$ cat src/design/three_lead_rms_combiner_unit_macros.svh
// Assertion helpers shared by the combiner RTL
`ifndef THREE_LEAD_RMS_COMBINER_UNIT_MACROS_SVH
`define THREE_LEAD_RMS_COMBINER_UNIT_MACROS_SVH

// same-cycle implication, idle during reset
`define TLRC_ASSERT_NOW(label, clk, rst, ante, cons, msg) \
   label: assert property (@(posedge clk) disable iff (rst) (ante) |-> (cons)) \
      else $error(msg);

// next-cycle implication, idle during reset
`define TLRC_ASSERT_NEXT(label, clk, rst, ante, cons, msg) \
   label: assert property (@(posedge clk) disable iff (rst) (ante) |=> (cons)) \
      else $error(msg);

`endif

$ cat src/design/tlrc_pkg.sv
package tlrc_pkg;

   localparam int SAMPLE_W = 16;
   localparam int SCALE_W  = 16;
   localparam int VAL_W    = SAMPLE_W + 1;          // lead + offset
   localparam int MAG_W    = SAMPLE_W + 1;          // |lead + offset| <= 65536
   localparam int SQ_W     = 2 * SAMPLE_W + 1;      // square <= 2^32
   localparam int SUM_W    = SQ_W + 1;              // three squares < 2^34
   localparam int ROOT_W   = SUM_W / 2;
   localparam int REM_W    = ROOT_W + 3;
   localparam int PROD_W   = ROOT_W + SCALE_W;
   localparam int Q_SHIFT  = 14;
   localparam int SCALED_W = PROD_W - Q_SHIFT;
   localparam int RES_W    = SCALED_W + 2;

   localparam int NUM_LEADS = 3;

   localparam logic [SCALE_W-1:0] NORM_SCALE_RESET = SCALE_W'(9459);

   localparam int CSR_IDX_W = 1;
   localparam logic [CSR_IDX_W-1:0] CSR_DC_OFFSET  = 1'b0;
   localparam logic [CSR_IDX_W-1:0] CSR_NORM_SCALE = 1'b1;

   // pipeline stage positions
   localparam int STG_MAG   = 0;
   localparam int STG_SQ    = 1;
   localparam int STG_SUM   = 2;
   localparam int STG_ROOT0 = 3;
   localparam int STG_PROD  = STG_ROOT0 + ROOT_W;
   localparam int STG_OUT   = STG_PROD + 1;
   localparam int NSTG      = STG_OUT + 1;

   localparam logic signed [RES_W-1:0] SAT_MAX = RES_W'(32767);
   localparam logic signed [RES_W-1:0] SAT_MIN = -RES_W'(32768);

   typedef struct packed {
      logic load_mag;
      logic load_sq;
   } lane_ctl_type;

endpackage

$ cat src/design/tlrc_lane.sv
module tlrc_lane (
   input  logic                                  clock,
   input  tlrc_pkg::lane_ctl_type                ctl,
   input  logic signed [tlrc_pkg::SAMPLE_W-1:0]  lead,
   input  logic signed [tlrc_pkg::SAMPLE_W-1:0]  dc_offset,
   output logic        [tlrc_pkg::SQ_W-1:0]      square
);
   import tlrc_pkg::*;

   logic signed [VAL_W:0]     sum_wide;
   logic signed [VAL_W:0]     abs_wide;
   logic        [MAG_W-1:0]   mag_in, mag_ff;
   logic        [2*MAG_W-1:0] sq_full;
   logic        [SQ_W-1:0]    sq_in, sq_ff;

   always_comb begin
      sum_wide = (VAL_W+1)'(lead) + (VAL_W+1)'(dc_offset);
      abs_wide = sum_wide[VAL_W] ? -sum_wide : sum_wide;
      mag_in   = abs_wide[MAG_W-1:0];
      sq_full  = mag_ff * mag_ff;
      sq_in    = sq_full[SQ_W-1:0];
   end

   always_ff @(posedge clock) begin
      if (ctl.load_mag) begin
         mag_ff <= mag_in;
      end
      if (ctl.load_sq) begin
         sq_ff <= sq_in;
      end
   end

   assign square = sq_ff;

endmodule

$ cat src/design/tlrc_sqrt_step.sv
module tlrc_sqrt_step (
   input  logic                          clock,
   input  logic                          load,
   input  logic [tlrc_pkg::SUM_W-1:0]    x_val,
   input  logic [tlrc_pkg::REM_W-1:0]    rem_val,
   input  logic [tlrc_pkg::ROOT_W-1:0]   root_val,
   output logic [tlrc_pkg::SUM_W-1:0]    x_out,
   output logic [tlrc_pkg::REM_W-1:0]    rem_out,
   output logic [tlrc_pkg::ROOT_W-1:0]   root_out
);
   import tlrc_pkg::*;

   logic [REM_W-1:0]  rem_sh, trial;
   logic              fits;
   logic [SUM_W-1:0]  x_in, x_ff;
   logic [REM_W-1:0]  rem_in, rem_ff;
   logic [ROOT_W-1:0] root_in, root_ff;

   // one result bit: bring down two radicand bits, try (root<<2)|1
   always_comb begin
      rem_sh  = {rem_val[REM_W-3:0], x_val[SUM_W-1:SUM_W-2]};
      trial   = REM_W'({root_val, 2'b01});
      fits    = (rem_sh >= trial);
      rem_in  = fits ? (rem_sh - trial) : rem_sh;
      root_in = {root_val[ROOT_W-2:0], fits};
      x_in    = {x_val[SUM_W-3:0], 2'b00};
   end

   always_ff @(posedge clock) begin
      if (load) begin
         x_ff    <= x_in;
         rem_ff  <= rem_in;
         root_ff <= root_in;
      end
   end

   assign x_out    = x_ff;
   assign rem_out  = rem_ff;
   assign root_out = root_ff;

endmodule

$ cat src/design/three_lead_rms_combiner_unit.sv
// Throughput: one beat per cycle unless the pipeline is full and rsp_ready is low;
// 3 parallel square lanes, then a 17-stage
// one-bit-per-stage square root, a scale multiply and a saturating output register.
// Bubbles collapse, so req beats are taken while a result waits for rsp_ready, as long as any stage is free.
// Reset (synchronous): pipeline emptied, dc_offset = 0, norm_scale = 9459.
module three_lead_rms_combiner_unit (
   input  logic                                  clock,
   input  logic                                  reset,
   input  logic                                  req_valid,
   output logic                                  req_ready,
   input  logic signed [tlrc_pkg::SAMPLE_W-1:0]  req_lead_first,
   input  logic signed [tlrc_pkg::SAMPLE_W-1:0]  req_lead_second,
   input  logic signed [tlrc_pkg::SAMPLE_W-1:0]  req_lead_third,
   output logic                                  rsp_valid,
   input  logic                                  rsp_ready,
   output logic signed [tlrc_pkg::SAMPLE_W-1:0]  rsp_combined_sample,
   input  logic                                  csr_we,
   input  logic        [tlrc_pkg::CSR_IDX_W-1:0] csr_index,
   input  logic        [tlrc_pkg::SAMPLE_W-1:0]  csr_wdata
);
   import tlrc_pkg::*;

`include "three_lead_rms_combiner_unit_macros.svh"

   logic signed [SAMPLE_W-1:0] dc_offset_ff, dc_offset_in;
   logic        [SCALE_W-1:0]  norm_scale_ff, norm_scale_in;

   logic [NSTG-1:0] valid_ff, valid_in, load;

   logic signed [SAMPLE_W-1:0] lead [NUM_LEADS];
   logic        [SQ_W-1:0]     square [NUM_LEADS];
   lane_ctl_type               lane_ctl;

   logic [SUM_W-1:0]  sum_in, sum_ff;
   logic [SUM_W-1:0]  sq_x    [ROOT_W+1];
   logic [REM_W-1:0]  sq_rem  [ROOT_W+1];
   logic [ROOT_W-1:0] sq_root [ROOT_W+1];

   logic [PROD_W-1:0]          prod_in, prod_ff;
   logic [SCALED_W-1:0]        scaled;
   logic signed [RES_W-1:0]    diff;
   logic signed [SAMPLE_W-1:0] out_in, out_ff;

   // config registers
   always_comb begin
      dc_offset_in  = dc_offset_ff;
      norm_scale_in = norm_scale_ff;
      if (csr_we) begin
         unique case (csr_index)
            CSR_DC_OFFSET:  dc_offset_in  = csr_wdata;
            CSR_NORM_SCALE: norm_scale_in = csr_wdata;
            default: ;
         endcase
      end
   end

   always_ff @(posedge clock) begin
      if (reset) begin
         dc_offset_ff  <= '0;
         norm_scale_ff <= NORM_SCALE_RESET;
      end else begin
         dc_offset_ff  <= dc_offset_in;
         norm_scale_ff <= norm_scale_in;
      end
   end

   // a stage may load when rsp_ready is high or any stage from it to the output is free
   for (genvar s = 0; s < NSTG; s++) begin : g_ctl
      assign load[s]     = rsp_ready || !(&valid_ff[NSTG-1:s]);
      if (s == 0) begin : g_first
         assign valid_in[s] = load[s] ? req_valid : valid_ff[s];
      end else begin : g_rest
         assign valid_in[s] = load[s] ? valid_ff[s-1] : valid_ff[s];
      end
   end

   always_ff @(posedge clock) begin
      if (reset) begin
         valid_ff <= '0;
      end else begin
         valid_ff <= valid_in;
      end
   end

   assign req_ready = load[STG_MAG];

   // lanes
   assign lead[0] = req_lead_first;
   assign lead[1] = req_lead_second;
   assign lead[2] = req_lead_third;

   assign lane_ctl.load_mag = load[STG_MAG];
   assign lane_ctl.load_sq  = load[STG_SQ];

   for (genvar l = 0; l < NUM_LEADS; l++) begin : g_lane
      tlrc_lane u_lane (
         .clock     (clock),
         .ctl       (lane_ctl),
         .lead      (lead[l]),
         .dc_offset (dc_offset_ff),
         .square    (square[l])
      );
   end

   // merge the lanes
   assign sum_in = SUM_W'(square[0]) + SUM_W'(square[1]) + SUM_W'(square[2]);

   always_ff @(posedge clock) begin
      if (load[STG_SUM]) begin
         sum_ff <= sum_in;
      end
   end

   // square root, one bit per stage
   assign sq_x[0]    = sum_ff;
   assign sq_rem[0]  = '0;
   assign sq_root[0] = '0;

   for (genvar k = 0; k < ROOT_W; k++) begin : g_root
      tlrc_sqrt_step u_step (
         .clock    (clock),
         .load     (load[STG_ROOT0+k]),
         .x_val    (sq_x[k]),
         .rem_val  (sq_rem[k]),
         .root_val (sq_root[k]),
         .x_out    (sq_x[k+1]),
         .rem_out  (sq_rem[k+1]),
         .root_out (sq_root[k+1])
      );
   end

   // scale
   assign prod_in = sq_root[ROOT_W] * norm_scale_ff;

   always_ff @(posedge clock) begin
      if (load[STG_PROD]) begin
         prod_ff <= prod_in;
      end
   end

   // remove offset and saturate
   always_comb begin
      scaled = prod_ff[PROD_W-1:Q_SHIFT];
      diff   = signed'(RES_W'(scaled)) - RES_W'(dc_offset_ff);
      if (diff > SAT_MAX) begin
         out_in = SAMPLE_W'(SAT_MAX);
      end else if (diff < SAT_MIN) begin
         out_in = SAMPLE_W'(SAT_MIN);
      end else begin
         out_in = diff[SAMPLE_W-1:0];
      end
   end

   always_ff @(posedge clock) begin
      if (load[STG_OUT]) begin
         out_ff <= out_in;
      end
   end

   assign rsp_valid           = valid_ff[STG_OUT];
   assign rsp_combined_sample = out_ff;

   `TLRC_ASSERT_NOW(a_full_stall, clock, reset, (&valid_ff) && !rsp_ready, !req_ready, "full pipe must refuse req")
   `TLRC_ASSERT_NEXT(a_accept_enters, clock, reset, req_valid && req_ready, valid_ff[STG_MAG], "accepted beat lost at entry")
   `TLRC_ASSERT_NEXT(a_scale_reset, clock, 1'b0, reset, norm_scale_ff == NORM_SCALE_RESET && valid_ff == '0, "reset state wrong")

endmodule
$ cat config.mk
export PLATFORM = sky130hd
export DESIGN_NAME = three_lead_rms_combiner_unit
export DESIGN_NICKNAME = d
export VERILOG_FILES = /design/src/design/tlrc_pkg.sv /design/src/design/tlrc_lane.sv /design/src/design/tlrc_sqrt_step.sv /design/src/design/three_lead_rms_combiner_unit.sv
export VERILOG_INCLUDE_DIRS = /design/src /design/src/design
export SDC_FILE = /design/constraint.sdc
export NUM_CORES = 2
export LEC_CHECK = 0
export BUFFER_PORTS_ARGS = -buffer_cell sky130_fd_sc_hd__buf_2
export CAP_MARGIN = 15
export CORE_ASPECT_RATIO = 0.7
export CORE_MARGIN = 3
export CORE_UTILIZATION = 35
export DETAILED_ROUTE_END_ITERATION = 10
export PLACE_DENSITY_LB_ADDON = 0.3
export SYNTH_ARGS = -nofsm -noshare
export SYNTH_HDL_FRONTEND = slang
export SYNTH_SLANG_ARGS = --single-unit
$ cat constraint.sdc
create_clock -name clock -period 11.3 [get_ports clock]
set_input_delay 0 -clock clock [delete_from_list [all_inputs] [get_ports clock]]
set_output_delay 0 -clock clock [all_outputs]
set_load 0.05 [all_outputs]
* Word level (Yosys, flattened, before mapping)
Cells that the tools add are included.
Cells by class: muxes and demuxes 20, bitwise gates (word level) 1, reductions and logical operators 67, add/sub/neg operators 25, $lt $le $gt $ge 19, $mul 4
Operator list (number):
- $mux W18 | 15
- $mul A17 B17 Y33 | 3
- $add A16 B16 Y17 | 3
- $mux W17 | 3
- $neg A17 Y17 | 3
- $add A33 B33 Y34 | 1
- $add A34 B33 Y34 | 1
- $mul A17 B16 Y33 | 1
- $logic_not A1 Y1 | 22
- $logic_or A1 B1 Y1 | 22
- $reduce_and A22 Y1 | 1
- $gt A21 B16 Y1 const B | 1
- $lt A21 B16 Y1 const B | 1
- $reduce_and A21 Y1 | 1
- $sub A20 B16 Y21 | 1
- $ge A20 B10 Y1 | 1
- $ge A20 B11 Y1 | 1
- $ge A20 B12 Y1 | 1
- $ge A20 B13 Y1 | 1
- $ge A20 B14 Y1 | 1
- $ge A20 B15 Y1 | 1
- $ge A20 B16 Y1 | 1
- $ge A20 B17 Y1 | 1
- $ge A20 B18 Y1 | 1
- 46 further kinds | 48
Word-level totals: word-level logic and storage cells 219, register bits after elaboration 985, output and inout port bits 18

* Logic depth before layout (Yosys ltp)
word-level depth 3, mapped depth 27, mapped depth without buffers 26

* Hierarchy
From an unflattened synthesis, not the netlist that was laid out.
Unflattened totals: cells, all modules 9402, area total of the unflattened synthesis 107604.5 µm²
By module, submodules not included:
- tlrc_sqrt_step | seq. area each 2072.0 µm², instances 17, cells an instance 250, area an instance 3463.3 µm²
- three_lead_rms_combiner_unit | seq. area each 3153.0 µm², instances 1, cells an instance 1748, area an instance 16151.7 µm²
- tlrc_lane at g_lane[1].u_lane | seq. area each 1471.4 µm², instances 1, cells an instance 1149, area an instance 10910.5 µm²
- tlrc_lane at g_lane[0].u_lane | seq. area each 1471.4 µm², instances 1, cells an instance 1131, area an instance 10879.2 µm²
- tlrc_lane at g_lane[2].u_lane | seq. area each 1471.4 µm², instances 1, cells an instance 1124, area an instance 10786.6 µm²

* Worst setup path before layout
Ideal clock, no wire load.
kind register to register, from register valid_ff[21], to register g_lane[0].u_lane.sq_ff[0], enable pin, data arrival time 7.682 ns, buffers on the path 0, stages on the path, launching flop included 11, setup time 1.149 ns, slack 2.468 ns, path through dfxtp_1 > nor2b_1 > inv_1 > nor2_1 > and2_1 > inv_1 > or3_1 > nor2_1 > nand3_1 > nor2_1 > nand3_1
RTL lines:
- start: declaration | RTL line three_lead_rms_combiner_unit.sv:28 | logic [NSTG-1:0] valid_ff, valid_in, load;
- start signal: assignment | RTL line three_lead_rms_combiner_unit.sv:81 | valid_ff <= valid_in;
- end signal: assignment | RTL line tlrc_lane.sv:29 | sq_ff <= sq_in;
- end: declaration | RTL line tlrc_lane.sv:14 | logic [SQ_W-1:0] sq_in, sq_ff;

* Worst setup path after layout
from register g_lane[0].u_lane.mag_ff[2], to register g_lane[0].u_lane.sq_ff[32] (data pin)
Between the ends: longest elaborated chain between the ends 1
RTL lines:
- start: declaration | RTL line tlrc_lane.sv:12 | logic [MAG_W-1:0] mag_in, mag_ff;
- start signal: assignment | RTL line tlrc_lane.sv:26 | mag_ff <= mag_in;
- $mul A17 B17 Y33 | RTL line tlrc_lane.sv:20 | sq_full = mag_ff * mag_ff;
- named net g_lane[0].u_lane.sq_full[32] | RTL line tlrc_lane.sv:13 | logic [2*MAG_W-1:0] sq_full;
The timed path passes the listed nets, and every way through them passes these cells. A chain may end at the register's enable or synchronous reset.

==> results_dict.tcl <==
set metrics [dict create \
    outcome "completed" \
    die-area_sq_um 228000 \
    synth_edf_count 909 \
    synth_area_sq_um 77900 \
    path_max_fanout 17 \
    r2r_start "g_lane[0].u_lane.mag_ff[2]" \
    max_freq_mhz 135 \
    syn_inst 7177 \
    grt_usage_pct 15.6 \
    cp-start-kind "register" \
    detail_route.iter0.violations 3268 \
    via_per_inst 4.84 \
    slew-limit-headroom_pct 31.4 \
    dr.max_layer_used "met5" \
    port_buffers 87 \
    worst_r2r_path_depth 23 \
    clockBufferDepth 3 \
    grt_pass1_wl_um 285000 \
    dr_wl_met3_um 11800 \
    fp-row-count 144 \
    insertion_delay_ps 740 \
    yosysUniqueCellTypes 88 \
    yosysWarningCount 0 \
    cts_resized 0 \
    detail_route.wl_per_cell_um 17.1 \
    cp-end-kind "register" \
    cts_tree "yes" \
    grt_overflow 0 \
    synth-seq-area-share_pct 36.4 \
    htree_levels 3 \
    finalSetupViolCount 0 \
    holdPathStages 4 \
    whs_endpoint "g_lane[1].u_lane.mag_ff[4]" \
    ant_nets 0 \
    fin_skew_ps 53.6 \
    worstHoldStart "req_lead_second[4]" \
    cts.sink_count 963 \
    rsz0062_at_grt "false" \
    wl_met2_um 73200 \
    fill_cells 21178 \
    synthArstFlopShare_pct 0 \
    criticalPathCategory "register to register" \
    die_h_um 401 \
    root_buffer "clkbuf_16" \
    syn_to_final_growth_pct 10.0 \
    fin_nets 8901 \
    synthFlopType "edfxtp_1" \
    critPathArrivalTime_ps 7890 \
    final_cell_mix "inv_1 (1338), edfxtp_1 (909), fa_1 (816)" \
    grt_max_degree 70 \
    core_sq_um 221000 \
    die_x_um 570 \
    worst_pin_slew_ps 1030 \
    r2r_slack_ps 3890 \
    wl_met1_um 88000 \
    drv_cap 0 \
    hold_violations 0 \
    vias 49964 \
    fin_crit_sh_pct 65.6 \
    grt_pass1_vias 51427 \
    drc_errors 0 \
    clk_pin_slew_ps 60 \
    drt_pass1_iterations 5 \
    setup_tns_ps 0 \
    cp.required_ps 11770 \
    wl_um 176000 \
    num_io_pins 88 \
    r2r_end "g_lane[0].u_lane.square[32]" \
    antenna_found_initial 2 \
    ys_ff_latch 963 \
    layout-drive-gt1-share_pct 4.74 \
    drv_slew 0 \
    numCtsBuffers 95 \
    hp-class "input port to register" \
    holdWs_ps 74.7 \
    final_common_cell "inv_1" \
    initial_utilization_pct 35.3 \
    post_cts_buffers 0 \
    fin_crit_ps 7410 \
    syn_avg_cell_area_sq_um 10.8 \
    gp_congestion 0.884 \
    place_hpwl_um 138000 \
]
==> per-stage QoR <==
stage               area [sq um]  util [%]  std cells  setup WS [ps]
detailed placement         81700      37.0      10068           4000
finish                     85700      38.8      10322           3890
global route               85700      38.8      10321           3520
global placement           81700      37.0      10068           4130
CTS                        85600      38.8      10315           3950
floorplan                  77900         -       7180           2470
==> cells by family after synthesis <==
group / Yosys count / share of synthesized area (%)
AND/OR/NAND/NOR: 1802 / 11.2
XOR/XNOR: 450 / 5.07
flip-flops: 963 / 36.4
AO/OA/AOI/OAI: 944 / 7.69
adder cells (fa/ha/maj): 1513 / 32.2
multiplexers: 15 / 0.211
other: 1 / 0.00482
buffers and inverters: 1489 / 7.20
==> Yosys cell counts (23+ instances only) <==
| library cell | n | area share, % |
|---|---|---|
| a211oi_1 | 23 | 0.22 |
| a21o_1 | 129 | 1.2 |
| a21oi_1 | 304 | 2.0 |
| and2_1 | 305 | 2.5 |
| and3_1 | 40 | 0.32 |
| clkbuf_1 | 142 | 0.68 |
| dfxtp_1 | 54 | 1.4 |
| edfxtp_1 | 909 | 35 |
| fa_1 | 816 | 21 |
| ha_1 | 697 | 11 |
| inv_1 | 1340 | 6.5 |
| nand2_1 | 690 | 3.3 |
| nand2b_1 | 68 | 0.55 |
| nand3_1 | 63 | 0.40 |
| nand4_1 | 28 | 0.22 |
| nor2_1 | 295 | 1.4 |
| nor2b_1 | 69 | 0.55 |
| nor3_1 | 96 | 0.62 |
| nor4_1 | 34 | 0.27 |
| o21a_1 | 76 | 0.73 |
| o21ai_0 | 182 | 1.2 |
| o21ai_1 | 26 | 0.17 |
| o21bai_1 | 32 | 0.31 |
| o31ai_1 | 32 | 0.31 |
| or2_2 | 26 | 0.21 |
| or3_1 | 30 | 0.24 |
| xnor2_1 | 289 | 3.3 |
| xor2_1 | 160 | 1.8 |
==> critical path: stages, from the launching register on <==
cell and delay, ps:
edfxtp_1 840, inv_1 210, nor2_1 280, fa_1 430
inv_1 80, fa_1 430, fa_1 520, inv_1 50
fa_1 470, fa_1 540, inv_1 50, fa_1 530
inv_1 40, ha_1 370, a21oi_1 350, nor3_1 120
a211oi_1 300, o31ai_1 120, a31oi_1 340, o21ai_1 230
a211o_1 310, a31o_2 240, a21oi_1 180, xnor2_1 100
==> sequential cells by signal, indices dropped and copies added, names as in the netlist <==
name / flops
dc_offset_ff: 16
norm_scale_ff: 16
g_lane.u_lane.mag_ff: 51
rsp_combined_sample: 16
g_lane.u_lane.square: 96
valid_ff: 22
prod_ff: 19
g_root.u_step.x_out: 272
g_root.u_step.rem_out: 268
g_root.u_step.root_out: 153
sum_ff: 34
==> area by class of cell <==
type	count	area [sq um]	area share, %
clock buffers	119	2580	3.01
flip-flops and latches	963	28400	33.1
inverters	1342	5040	5.88
well taps	2920	3650	4.26
clock inverters	61	661	0.771
multi-input cells	4728	44000	51.3
repair buffers	188	1410	1.65
diodes	1	2.50	0.00292
==> timing repair <==
action                                 in CTS  in global routing
setup endpoints to repair                   0                  0
hold buffers                               67                  0
endpoints found under the hold margin      84                  0
==> how the worst max path moves through the flow <==
stage / depth (start not counted) / from / slack, ps / end
floorplan: 10 / valid_ff[21] / 2470 / g_lane[0].u_lane.square[0]
global placement: 23 / g_lane[1].u_lane.mag_ff[8] / 4130 / g_lane[1].u_lane.square[30]
detailed placement: 23 / g_lane[0].u_lane.mag_ff[2] / 4000 / g_lane[0].u_lane.square[32]
CTS: 23 / g_lane[0].u_lane.mag_ff[2] / 3950 / g_lane[0].u_lane.square[32]
global route: 23 / g_lane[0].u_lane.mag_ff[2] / 3520 / g_lane[0].u_lane.square[32]
finish: 23 / g_lane[0].u_lane.mag_ff[2] / 3890 / g_lane[0].u_lane.square[32]
==> metal layers <==
metal	up-vias	track usage (%)
met2	1157	22.7
met4	4	2.91
met5	-	0
li1	23788	-
met1	24825	23.9
met3	190	3.18
Power is not shown: default switching activity piles up to over one toggle a cycle in this logic, so the estimate is an artifact.
